**src/rtl/core/mol_pkg.sv**
```systemverilog
// Shared types and constants for the median-of-loaded-values block.
// No dependencies; used by every module under rtl/core.
package mol_pkg;

    // Field widths
    localparam int VAL_W  = 32;
    localparam int STAT_W = 2;
    localparam int BIT_W  = $clog2(VAL_W);

    // Default store depth
    localparam int DEPTH_DEFAULT = 64;

    // Opcodes carried on the input tuser
    localparam logic OP_PUSH    = 1'b0;
    localparam logic OP_COMPUTE = 1'b1;

    // Result status codes
    localparam logic [STAT_W-1:0] STAT_OK       = 2'd0;
    localparam logic [STAT_W-1:0] STAT_EMPTY    = 2'd1;
    localparam logic [STAT_W-1:0] STAT_OVERFLOW = 2'd2;

    // Top-level sequencer states
    typedef enum logic [1:0] {
        ST_IDLE,
        ST_SEL_LO,
        ST_SEL_HI,
        ST_FINISH
    } state_t;

    // Response of the radix-select unit
    typedef struct packed {
        logic             busy;
        logic             done;
        logic [VAL_W-1:0] result;
    } sel_rsp_t;

endpackage

```
**src/rtl/core/median_of_loaded_values.sv**
```systemverilog
// Median of loaded values: top level with the item sequencer and output register.
// Depends on mol_pkg, mol_store and mol_select.
//
// Usage: input items arrive on s_tvalid/s_tready/s_tdata/s_tuser. s_tuser[0]
// is the opcode: push stores s_tdata as a sample (up to DEPTH samples, extras
// are dropped and flagged), compute emits one result item and empties the store.
// Result items leave on m_tvalid/m_tready/m_tdata/m_tuser: m_tdata is the median
// (16.16), m_tuser the status (ok, empty, overflow).
// Operation: a push is taken whenever the sequencer is idle. A compute runs a
// bit-serial radix select, one pass over the n stored samples per result bit,
// through the memory read port; the select runs once for odd n and twice for
// even n (the two middle samples). A compute on an empty store skips the
// select and goes straight to the finish state.
// s_tready is high only while the sequencer is idle. A finished result sits in
// the output register until taken; pushes are accepted meanwhile, and a later
// compute waits for the register to drain if the receiver stalls.
// Reset clears the fill count, overflow flag and output valid; the sample memory
// itself is not cleared.
module median_of_loaded_values #(
    parameter int DEPTH = mol_pkg::DEPTH_DEFAULT
) (
    input  logic        clk,
    input  logic        rst_n,
    input  logic        s_tvalid,
    output logic        s_tready,
    input  logic [31:0] s_tdata,   // [31:0] value
    input  logic [0:0]  s_tuser,   // [0] opcode
    output logic        m_tvalid,
    input  logic        m_tready,
    output logic [31:0] m_tdata,   // [31:0] median
    output logic [1:0]  m_tuser    // [1:0] status
);

    localparam int AW     = $clog2(DEPTH);
    localparam int CW     = $clog2(DEPTH + 1);
    localparam int VAL_W  = mol_pkg::VAL_W;
    localparam int STAT_W = mol_pkg::STAT_W;

    mol_pkg::state_t      state_reg, state_next;
    mol_pkg::sel_rsp_t    sel_rsp;

    logic                 in_accept;
    logic                 is_compute;
    logic                 push;
    logic                 clear;
    logic [CW-1:0]        count;
    logic                 overflow;
    logic                 empty;
    logic                 even;
    logic [CW-1:0]        half;
    logic [AW-1:0]        rd_addr;
    logic [VAL_W-1:0]     rd_data;

    logic                 sel_start;
    logic [CW-1:0]        sel_k;
    logic                 load_out;
    logic                 out_free;

    logic [VAL_W-1:0]     lo_reg;
    logic [VAL_W-1:0]     med_reg;
    logic [VAL_W:0]       pair_sum;
    logic [VAL_W-1:0]     pair_mean;
    logic [STAT_W-1:0]    status;

    logic                 out_valid_reg;
    logic [VAL_W-1:0]     out_median_reg;
    logic [STAT_W-1:0]    out_status_reg;

    assign s_tready   = (state_reg == mol_pkg::ST_IDLE);
    assign in_accept  = s_tvalid && s_tready;
    assign is_compute = (s_tuser[0] == mol_pkg::OP_COMPUTE);
    assign push       = in_accept && !is_compute;
    assign clear      = load_out;
    assign empty      = (count == '0);
    assign even       = !count[0];
    assign half       = count >> 1;
    assign out_free   = !out_valid_reg || m_tready;

    // Mean of the two middle samples, formed one bit wider and halved
    assign pair_sum  = {1'b0, lo_reg} + {1'b0, sel_rsp.result};
    assign pair_mean = pair_sum[VAL_W:1];

    assign status = empty    ? mol_pkg::STAT_EMPTY :
                    overflow ? mol_pkg::STAT_OVERFLOW : mol_pkg::STAT_OK;

    mol_store #(
        .DEPTH(DEPTH)
    ) u_store (
        .clk        (clk),
        .rst_n      (rst_n),
        .push       (push),
        .push_value (s_tdata),
        .clear      (clear),
        .rd_addr    (rd_addr),
        .rd_data    (rd_data),
        .count      (count),
        .overflow   (overflow)
    );

    mol_select #(
        .DEPTH(DEPTH)
    ) u_select (
        .clk     (clk),
        .rst_n   (rst_n),
        .start   (sel_start),
        .k       (sel_k),
        .n       (count),
        .rd_addr (rd_addr),
        .rd_data (rd_data),
        .rsp     (sel_rsp)
    );

    // Next state
    always_comb
    begin
        state_next = state_reg;
        case (state_reg)
            mol_pkg::ST_IDLE:
            begin
                if (in_accept && is_compute)
                begin
                    if (empty)
                        state_next = mol_pkg::ST_FINISH;
                    else if (even)
                        state_next = mol_pkg::ST_SEL_LO;
                    else
                        state_next = mol_pkg::ST_SEL_HI;
                end
            end
            mol_pkg::ST_SEL_LO:
            begin
                if (sel_rsp.done)
                    state_next = mol_pkg::ST_SEL_HI;
            end
            mol_pkg::ST_SEL_HI:
            begin
                if (sel_rsp.done)
                    state_next = mol_pkg::ST_FINISH;
            end
            mol_pkg::ST_FINISH:
            begin
                if (out_free)
                    state_next = mol_pkg::ST_IDLE;
            end
            default:
            begin
                state_next = mol_pkg::ST_IDLE;
            end
        endcase
    end

    // Sequencer outputs: select starts and output load
    always_comb
    begin
        sel_start = 1'b0;
        sel_k     = half;
        load_out  = 1'b0;
        case (state_reg)
            mol_pkg::ST_IDLE:
            begin
                sel_start = in_accept && is_compute && !empty;
                sel_k     = even ? (half - CW'(1)) : half;
            end
            mol_pkg::ST_SEL_LO:
            begin
                sel_start = sel_rsp.done;
                sel_k     = half;
            end
            mol_pkg::ST_SEL_HI:
            begin
                sel_start = 1'b0;
            end
            mol_pkg::ST_FINISH:
            begin
                load_out = out_free;
            end
            default:
            begin
                sel_start = 1'b0;
            end
        endcase
    end

    always_ff @(posedge clk or negedge rst_n)
    begin
        if (!rst_n)
            state_reg <= mol_pkg::ST_IDLE;
        else
            state_reg <= state_next;
    end

    // Hold the lower middle sample and the finished median
    always_ff @(posedge clk)
    begin
        if ((state_reg == mol_pkg::ST_SEL_LO) && sel_rsp.done)
            lo_reg <= sel_rsp.result;
        if ((state_reg == mol_pkg::ST_SEL_HI) && sel_rsp.done)
            med_reg <= even ? pair_mean : sel_rsp.result;
        else if ((state_reg == mol_pkg::ST_IDLE) && in_accept && is_compute && empty)
            med_reg <= '0;
    end

    // Output register: load on finish, drop on handshake
    always_ff @(posedge clk or negedge rst_n)
    begin
        if (!rst_n)
            out_valid_reg <= 1'b0;
        else if (load_out)
            out_valid_reg <= 1'b1;
        else if (m_tready)
            out_valid_reg <= 1'b0;
    end

    always_ff @(posedge clk)
    begin
        if (load_out)
        begin
            out_median_reg <= med_reg;
            out_status_reg <= status;
        end
    end

    assign m_tvalid = out_valid_reg;
    assign m_tdata  = out_median_reg;
    assign m_tuser  = out_status_reg;

    // The select unit is free whenever items are being accepted
    a_idle_sel_free: assert property (@(posedge clk) disable iff (!rst_n)
        (state_reg == mol_pkg::ST_IDLE) |-> !sel_rsp.busy)
        else $error("select unit busy while sequencer idle");

    // Select completions only arrive during a selection state
    a_done_in_sel: assert property (@(posedge clk) disable iff (!rst_n)
        sel_rsp.done |->
            ((state_reg == mol_pkg::ST_SEL_LO) || (state_reg == mol_pkg::ST_SEL_HI)))
        else $error("select done outside a selection state");

    // Fill count never passes the store depth
    a_count_bound: assert property (@(posedge clk) disable iff (!rst_n)
        count <= CW'(DEPTH))
        else $error("fill count beyond depth");

    // A dropped push implies a full store
    a_ovf_full: assert property (@(posedge clk) disable iff (!rst_n)
        overflow |-> (count == CW'(DEPTH)))
        else $error("overflow flag set with store not full");

    // A finished result with a free output register shows up next cycle
    a_finish_loads: assert property (@(posedge clk) disable iff (!rst_n)
        ((state_reg == mol_pkg::ST_FINISH) && !out_valid_reg) |=> out_valid_reg)
        else $error("finished result not loaded");

endmodule

```
**src/rtl/core/mol_store.sv**
```systemverilog
// Sample store: memory of DEPTH samples, fill count and overflow flag.
// Depends on mol_pkg for widths.
module mol_store #(
    parameter int DEPTH = mol_pkg::DEPTH_DEFAULT
) (
    input  logic                        clk,
    input  logic                        rst_n,
    input  logic                        push,
    input  logic [mol_pkg::VAL_W-1:0]   push_value,
    input  logic                        clear,
    input  logic [$clog2(DEPTH)-1:0]    rd_addr,
    output logic [mol_pkg::VAL_W-1:0]   rd_data,
    output logic [$clog2(DEPTH+1)-1:0]  count,
    output logic                        overflow
);

    localparam int AW = $clog2(DEPTH);
    localparam int CW = $clog2(DEPTH + 1);

    logic [mol_pkg::VAL_W-1:0] mem [DEPTH];
    logic [mol_pkg::VAL_W-1:0] rd_data_reg;
    logic [CW-1:0]             count_reg;
    logic [CW-1:0]             count_next;
    logic                      ovf_reg;
    logic                      ovf_next;
    logic                      full;
    logic                      wr_en;

    assign full  = (count_reg == CW'(DEPTH));
    assign wr_en = push && !full;

    // Advance the fill count, flag dropped pushes, empty on clear
    always_comb
    begin
        count_next = count_reg;
        ovf_next   = ovf_reg;
        if (clear)
        begin
            count_next = '0;
            ovf_next   = 1'b0;
        end
        else if (push)
        begin
            if (full)
                ovf_next = 1'b1;
            else
                count_next = count_reg + CW'(1);
        end
    end

    always_ff @(posedge clk or negedge rst_n)
    begin
        if (!rst_n)
        begin
            count_reg <= '0;
            ovf_reg   <= 1'b0;
        end
        else
        begin
            count_reg <= count_next;
            ovf_reg   <= ovf_next;
        end
    end

    // Write the sample at the fill position
    always_ff @(posedge clk)
    begin
        if (wr_en)
            mem[count_reg[AW-1:0]] <= push_value;
    end

    // Registered read port
    always_ff @(posedge clk)
    begin
        rd_data_reg <= mem[rd_addr];
    end

    assign rd_data  = rd_data_reg;
    assign count    = count_reg;
    assign overflow = ovf_reg;

endmodule

```
**src/rtl/core/mol_select.sv**
```systemverilog
// Bit-serial radix select: finds the k-th smallest stored sample (k counts from zero), MSB first,
// one result bit per pass over the store. Depends on mol_pkg.
module mol_select #(
    parameter int DEPTH = mol_pkg::DEPTH_DEFAULT
) (
    input  logic                        clk,
    input  logic                        rst_n,
    input  logic                        start,
    input  logic [$clog2(DEPTH+1)-1:0]  k,
    input  logic [$clog2(DEPTH+1)-1:0]  n,
    output logic [$clog2(DEPTH)-1:0]    rd_addr,
    input  logic [mol_pkg::VAL_W-1:0]   rd_data,
    output mol_pkg::sel_rsp_t           rsp
);

    localparam int AW    = $clog2(DEPTH);
    localparam int CW    = $clog2(DEPTH + 1);
    localparam int VAL_W = mol_pkg::VAL_W;
    localparam int BIT_W = mol_pkg::BIT_W;

    logic                busy_reg,   busy_next;
    logic                issue_reg,  issue_next;
    logic                rvalid_reg, rvalid_next;
    logic                rlast_reg,  rlast_next;
    logic                done_reg,   done_next;
    logic [AW-1:0]       idx_reg,    idx_next;
    logic [BIT_W-1:0]    bit_reg,    bit_next;
    logic [CW-1:0]       cnt_reg,    cnt_next;
    logic [CW-1:0]       k_reg,      k_next;
    logic [VAL_W-1:0]    prefix_reg, prefix_next;

    logic [CW-1:0]       n_minus1;
    logic [AW-1:0]       n_last;
    logic [BIT_W:0]      shamt;
    logic                match;
    logic [CW-1:0]       cnt_inc;
    logic                take_one;

    assign n_minus1 = n - CW'(1);
    assign n_last   = n_minus1[AW-1:0];

    // A sample counts when its bits above the current one equal the prefix
    // and its current bit is zero
    assign shamt   = {1'b0, bit_reg} + (BIT_W + 1)'(1);
    assign match   = ((rd_data >> shamt) == prefix_reg) && !rd_data[bit_reg];
    assign cnt_inc = cnt_reg + CW'(match);
    assign take_one = !(k_reg < cnt_inc);

    always_comb
    begin
        busy_next   = busy_reg;
        issue_next  = issue_reg;
        rvalid_next = 1'b0;
        rlast_next  = 1'b0;
        done_next   = 1'b0;
        idx_next    = idx_reg;
        bit_next    = bit_reg;
        cnt_next    = cnt_reg;
        k_next      = k_reg;
        prefix_next = prefix_reg;
        if (!busy_reg)
        begin
            // Load a new search
            if (start)
            begin
                busy_next   = 1'b1;
                issue_next  = 1'b1;
                idx_next    = '0;
                bit_next    = BIT_W'(VAL_W - 1);
                cnt_next    = '0;
                k_next      = k;
                prefix_next = '0;
            end
        end
        else
        begin
            // Issue reads across the store
            rvalid_next = issue_reg;
            rlast_next  = issue_reg && (idx_reg == n_last);
            if (issue_reg)
            begin
                if (idx_reg == n_last)
                    issue_next = 1'b0;
                else
                    idx_next = idx_reg + AW'(1);
            end
            // Count matches; at pass end settle one bit
            if (rvalid_reg)
            begin
                if (rlast_reg)
                begin
                    prefix_next = {prefix_reg[VAL_W-2:0], take_one};
                    if (take_one)
                        k_next = k_reg - cnt_inc;
                    cnt_next = '0;
                    if (bit_reg == '0)
                    begin
                        busy_next = 1'b0;
                        done_next = 1'b1;
                    end
                    else
                    begin
                        bit_next   = bit_reg - BIT_W'(1);
                        idx_next   = '0;
                        issue_next = 1'b1;
                    end
                end
                else
                begin
                    cnt_next = cnt_inc;
                end
            end
        end
    end

    always_ff @(posedge clk or negedge rst_n)
    begin
        if (!rst_n)
        begin
            busy_reg   <= 1'b0;
            issue_reg  <= 1'b0;
            rvalid_reg <= 1'b0;
            rlast_reg  <= 1'b0;
            done_reg   <= 1'b0;
        end
        else
        begin
            busy_reg   <= busy_next;
            issue_reg  <= issue_next;
            rvalid_reg <= rvalid_next;
            rlast_reg  <= rlast_next;
            done_reg   <= done_next;
        end
    end

    always_ff @(posedge clk)
    begin
        idx_reg    <= idx_next;
        bit_reg    <= bit_next;
        cnt_reg    <= cnt_next;
        k_reg      <= k_next;
        prefix_reg <= prefix_next;
    end

    assign rd_addr    = idx_reg;
    assign rsp.busy   = busy_reg;
    assign rsp.done   = done_reg;
    assign rsp.result = prefix_reg;

endmodule
```
**config.mk**
```make
export PLATFORM = sky130hd
export DESIGN_NAME = median_of_loaded_values
export DESIGN_NICKNAME = d
export VERILOG_FILES = /design/src/rtl/core/mol_pkg.sv /design/src/rtl/core/median_of_loaded_values.sv /design/src/rtl/core/mol_store.sv /design/src/rtl/core/mol_select.sv
export SDC_FILE = /design/constraint.sdc
export NUM_CORES = 2
export LEC_CHECK = 0
export BUFFER_PORTS_ARGS = -buffer_cell sky130_fd_sc_hd__buf_4
export CORE_ASPECT_RATIO = 0.6
export CORE_MARGIN = 3
export CORE_UTILIZATION = 55
export CTS_BUF_LIST = sky130_fd_sc_hd__clkbuf_16
export DETAILED_ROUTE_END_ITERATION = 10
export PLACE_DENSITY = 0.71
export SLEW_MARGIN = 20
export SYNTH_ARGS = -nofsm -noshare
export SYNTH_HDL_FRONTEND = slang
export SYNTH_HIERARCHICAL = 1
export SYNTH_SLANG_ARGS = --single-unit
```
**constraint.sdc**
```tcl
create_clock -name clk -period 9.55 [get_ports clk]
set_input_delay 0.4775 -clock clk [delete_from_list [all_inputs] [get_ports clk]]
set_output_delay 0.4775 -clock clk [all_outputs]
set_load 0.1 [all_outputs]
```
==> impl_metrics.py <==
metrics = {
    "synthesis": {
        "synth_nets": 4642,
        "syn_area_mm2": 0.0905,
        "synth_area_per_cell_um2": 19.9,
        "syn_inst": 4552,
        "ys_warn_count": 6,
    },
    "detailed_routing": {
        "ant_nets": 0,
        "drc_errors": 0,
        "routed_wl_mm": 230,
        "drt_iter0_markers": 7055,
        "first_pass_iters": 5,
        "via_per_inst": 6.75,
        "wl_per_cell_um": 32.8,
        "vias": 47300,
    },
    "worst_setup_path": {
        "r2r_slack_ns": 2.44,
        "worst_setup_path_end_kind": "flop",
        "slowest_delay_ns": 0.79,
        "worst_ep_required_time_ns": 9.99,
        "worstPathArrival_ns": 7.54,
        "startpoint_type": "flop",
        "path_cells": "buf_4 -> mux4_1 -> mux2i_1 -> nor2_1 -> or4_1 -> a211oi_1 -> nand4b_1 -> nor4_2 -> ha_1 -> ha_1 -> xnor2_1 -> ha_1 -> o21ai_0 -> a21boi_0 -> o21ai_0 -> a21boi_0 -> o21ai_0 -> a31oi_1",
        "critPathKind": "reg2reg",
        "cpMaxStageDelayCell": "nor4_2",
        "cp_max_fo": 54,
    },
    "final_layout": {
        "synthToLayoutAreaGrowth_pct": 10.5,
        "final_net_count": 4801,
        "final_util_pct": 61.6,
        "layout-drive-gt1-share_pct": 23.5,
        "largest_register_ffs": 2048,
    },
    "timing": {
        "worst_slack_ns": 2.44,
        "hold_viol_final": 0,
        "setup-tns-final_ns": 0,
        "clock_skew_ns": 0.0430,
        "period_minus_slack_ns": 7.11,
        "finalSetupViolCount": 0,
        "worst_pin_slew_ns": 1.16,
        "fin_crit_sh_pct": 74.4,
        "rsz0062_at_grt": "no",
        "max_freq_mhz": 141,
        "slew_headroom_pct": 21.8,
        "final_max_slew_viol_count": 0,
    },
    "die": {
        "start_util_pct": 55.8,
        "rows": 114,
        "fp.dieW_um": 530,
        "fp.dieArea_mm2": 0.170,
        "pin_count": 73,
        "coreArea_mm2": 0.162,
        "die_h_um": 320,
    },
    "global_routing": {
        "gr-usage-met3_pct": 6.82,
        "gr-usage-met1_pct": 45.3,
        "top_usage_layer": "met1",
        "use_met2_pct": 35.9,
        "grt_pass1_wl_mm": 331,
        "grtUsageTotal_pct": 27.1,
        "grt_pass1_vias": 45300,
        "antenna_found_initial": 10,
        "grt_overflow_total": 0,
        "grt_max_degree": 116,
    },
    "cts": {
        "htree_levels": 4,
        "clkTransAtPathRegs_ns": 0.07,
        "clock_latency_ns": 0.84,
        "clock-sinks": 2251,
        "clock-root-buffer": "clkbuf_16",
        "cts_tree": "yes",
        "cts_buffers": 198,
        "cts-resized-gates": 0,
        "cts_buffer_depth": 4,
    },
    "power": {
        "p_sw_share_pct": 32.6,
        "p_leak_nw": 31.7,
        "peakVddDrop_uv": 230,
        "seqPwrFrac_pct": 41.0,
        "finalPower_w": 0.0280,
        "p_per_area_mw_per_mm2": 280,
        "p_int_w": 0.0189,
        "comb_power_share_pct": 31.5,
        "clkPwrFrac_pct": 27.5,
        "switchingPower_w": 0.00913,
    },
    "run": {
        "cap_violations": 0,
    },
    "run_status": {
        "status": "completed",
    },
    "placement": {
        "routabilityCongestion": 0.892,
        "port_buffers": 72,
        "place_ws_ns": 2.53,
        "dpl.hpwl_mm": 134,
    },
    "min_path": {
        "hp-class": "in2async",
    },
}
-- final timing paths --
path	start	endpoint	cells past startpoint
max in group asynchronous	rst_n	u_store/count[2]$_DFFE_PN0P_	2
max reg2reg	u_select/bit_reg[1]$_SDFFCE_PN1P_	u_select/k_reg[1]$_DFFE_PP_	18
min in group clk	s_tuser	u_store/overflow$_DFFE_PN0P_	4
max	u_select/bit_reg[1]$_SDFFCE_PN1P_	u_select/k_reg[1]$_DFFE_PP_	18
min reg2reg	med_reg[18]$_SDFFCE_PN0P_	m_tdata[18]$_DFFE_PP_	0
min	rst_n	m_tvalid$_DFFE_PN0P_	2
-- cell type report --
class                           count  area (um^2)
Multi-Input combinational cell   2008        22200
Fill cell                       11100        62300
Sequential cell                  2251        67200
Clock inverter                    151         1090
Timing Repair Buffer              208         1660
Clock buffer                      200         5000
Antenna cell                        2         5.00
Tap cell                         2146         2690
Inverter                           44          165
-- stage by stage --
| stage | cell area [um^2] | hold slack [ns] | std cells |
|---|---|---|---|
| 2_1_floorplan | 90500 | 0.182 | 4552 |
| 3_3_place_gp | 93800 | 0.361 | 6654 |
| 3_5_place_dp | 93900 | 0.367 | 6654 |
| 4_1_cts | 100000 | 0.0354 | 7007 |
| 5_1_grt | 100000 | 0.0518 | 7008 |
| 6_report | 100000 | 0.0762 | 7010 |
-- critical path: cells and delay by family, from the launching register on --
family,cells,cell delay [ns]
AOI/OAI and AO/OA,7,1.86
and+or+nand+nor,4,1.66
muxes,2,1.20
adders and majority gates,3,0.96
buffers and inverters,1,0.56
DFF,1,0.32
xor gates and xnor gates,1,0.11
-- cells in the final DEF, fill, tap and decap left out, types with 69 or more instances in the layout --
cell       instances
nor2_1           124
o22ai_1          134
a21oi_1          104
mux2i_1          140
clkbuf_16        200
nand2_1          169
mux4_2           504
buf_4            199
edfxtp_1        2203
inv_1             69
-- layer usage --
layer	up-vias	routed length, um
met4	8	5030
met2	2954	94400
met5	-	83
li1	19200	-
met1	24900	99700
met3	308	30800
-- power by group through the flow --
stage	sequential [W]	clock (W)	combinational, W
floorplan	0.0118	0	0.00586
global placement	0.0117	0	0.00862
detailed placement	0.0117	0	0.00867
CTS	0.0115	0.00781	0.00873
global route	0.0115	0.00818	0.00929
finish	0.0115	0.00770	0.00883
-- timing repair --
action,4_1_cts,5_1_grt
hold endpoints to repair,17,0
buffers inserted,0,0
hold buffers,2,0
Note: power is estimated with default switching activity, not from simulation.
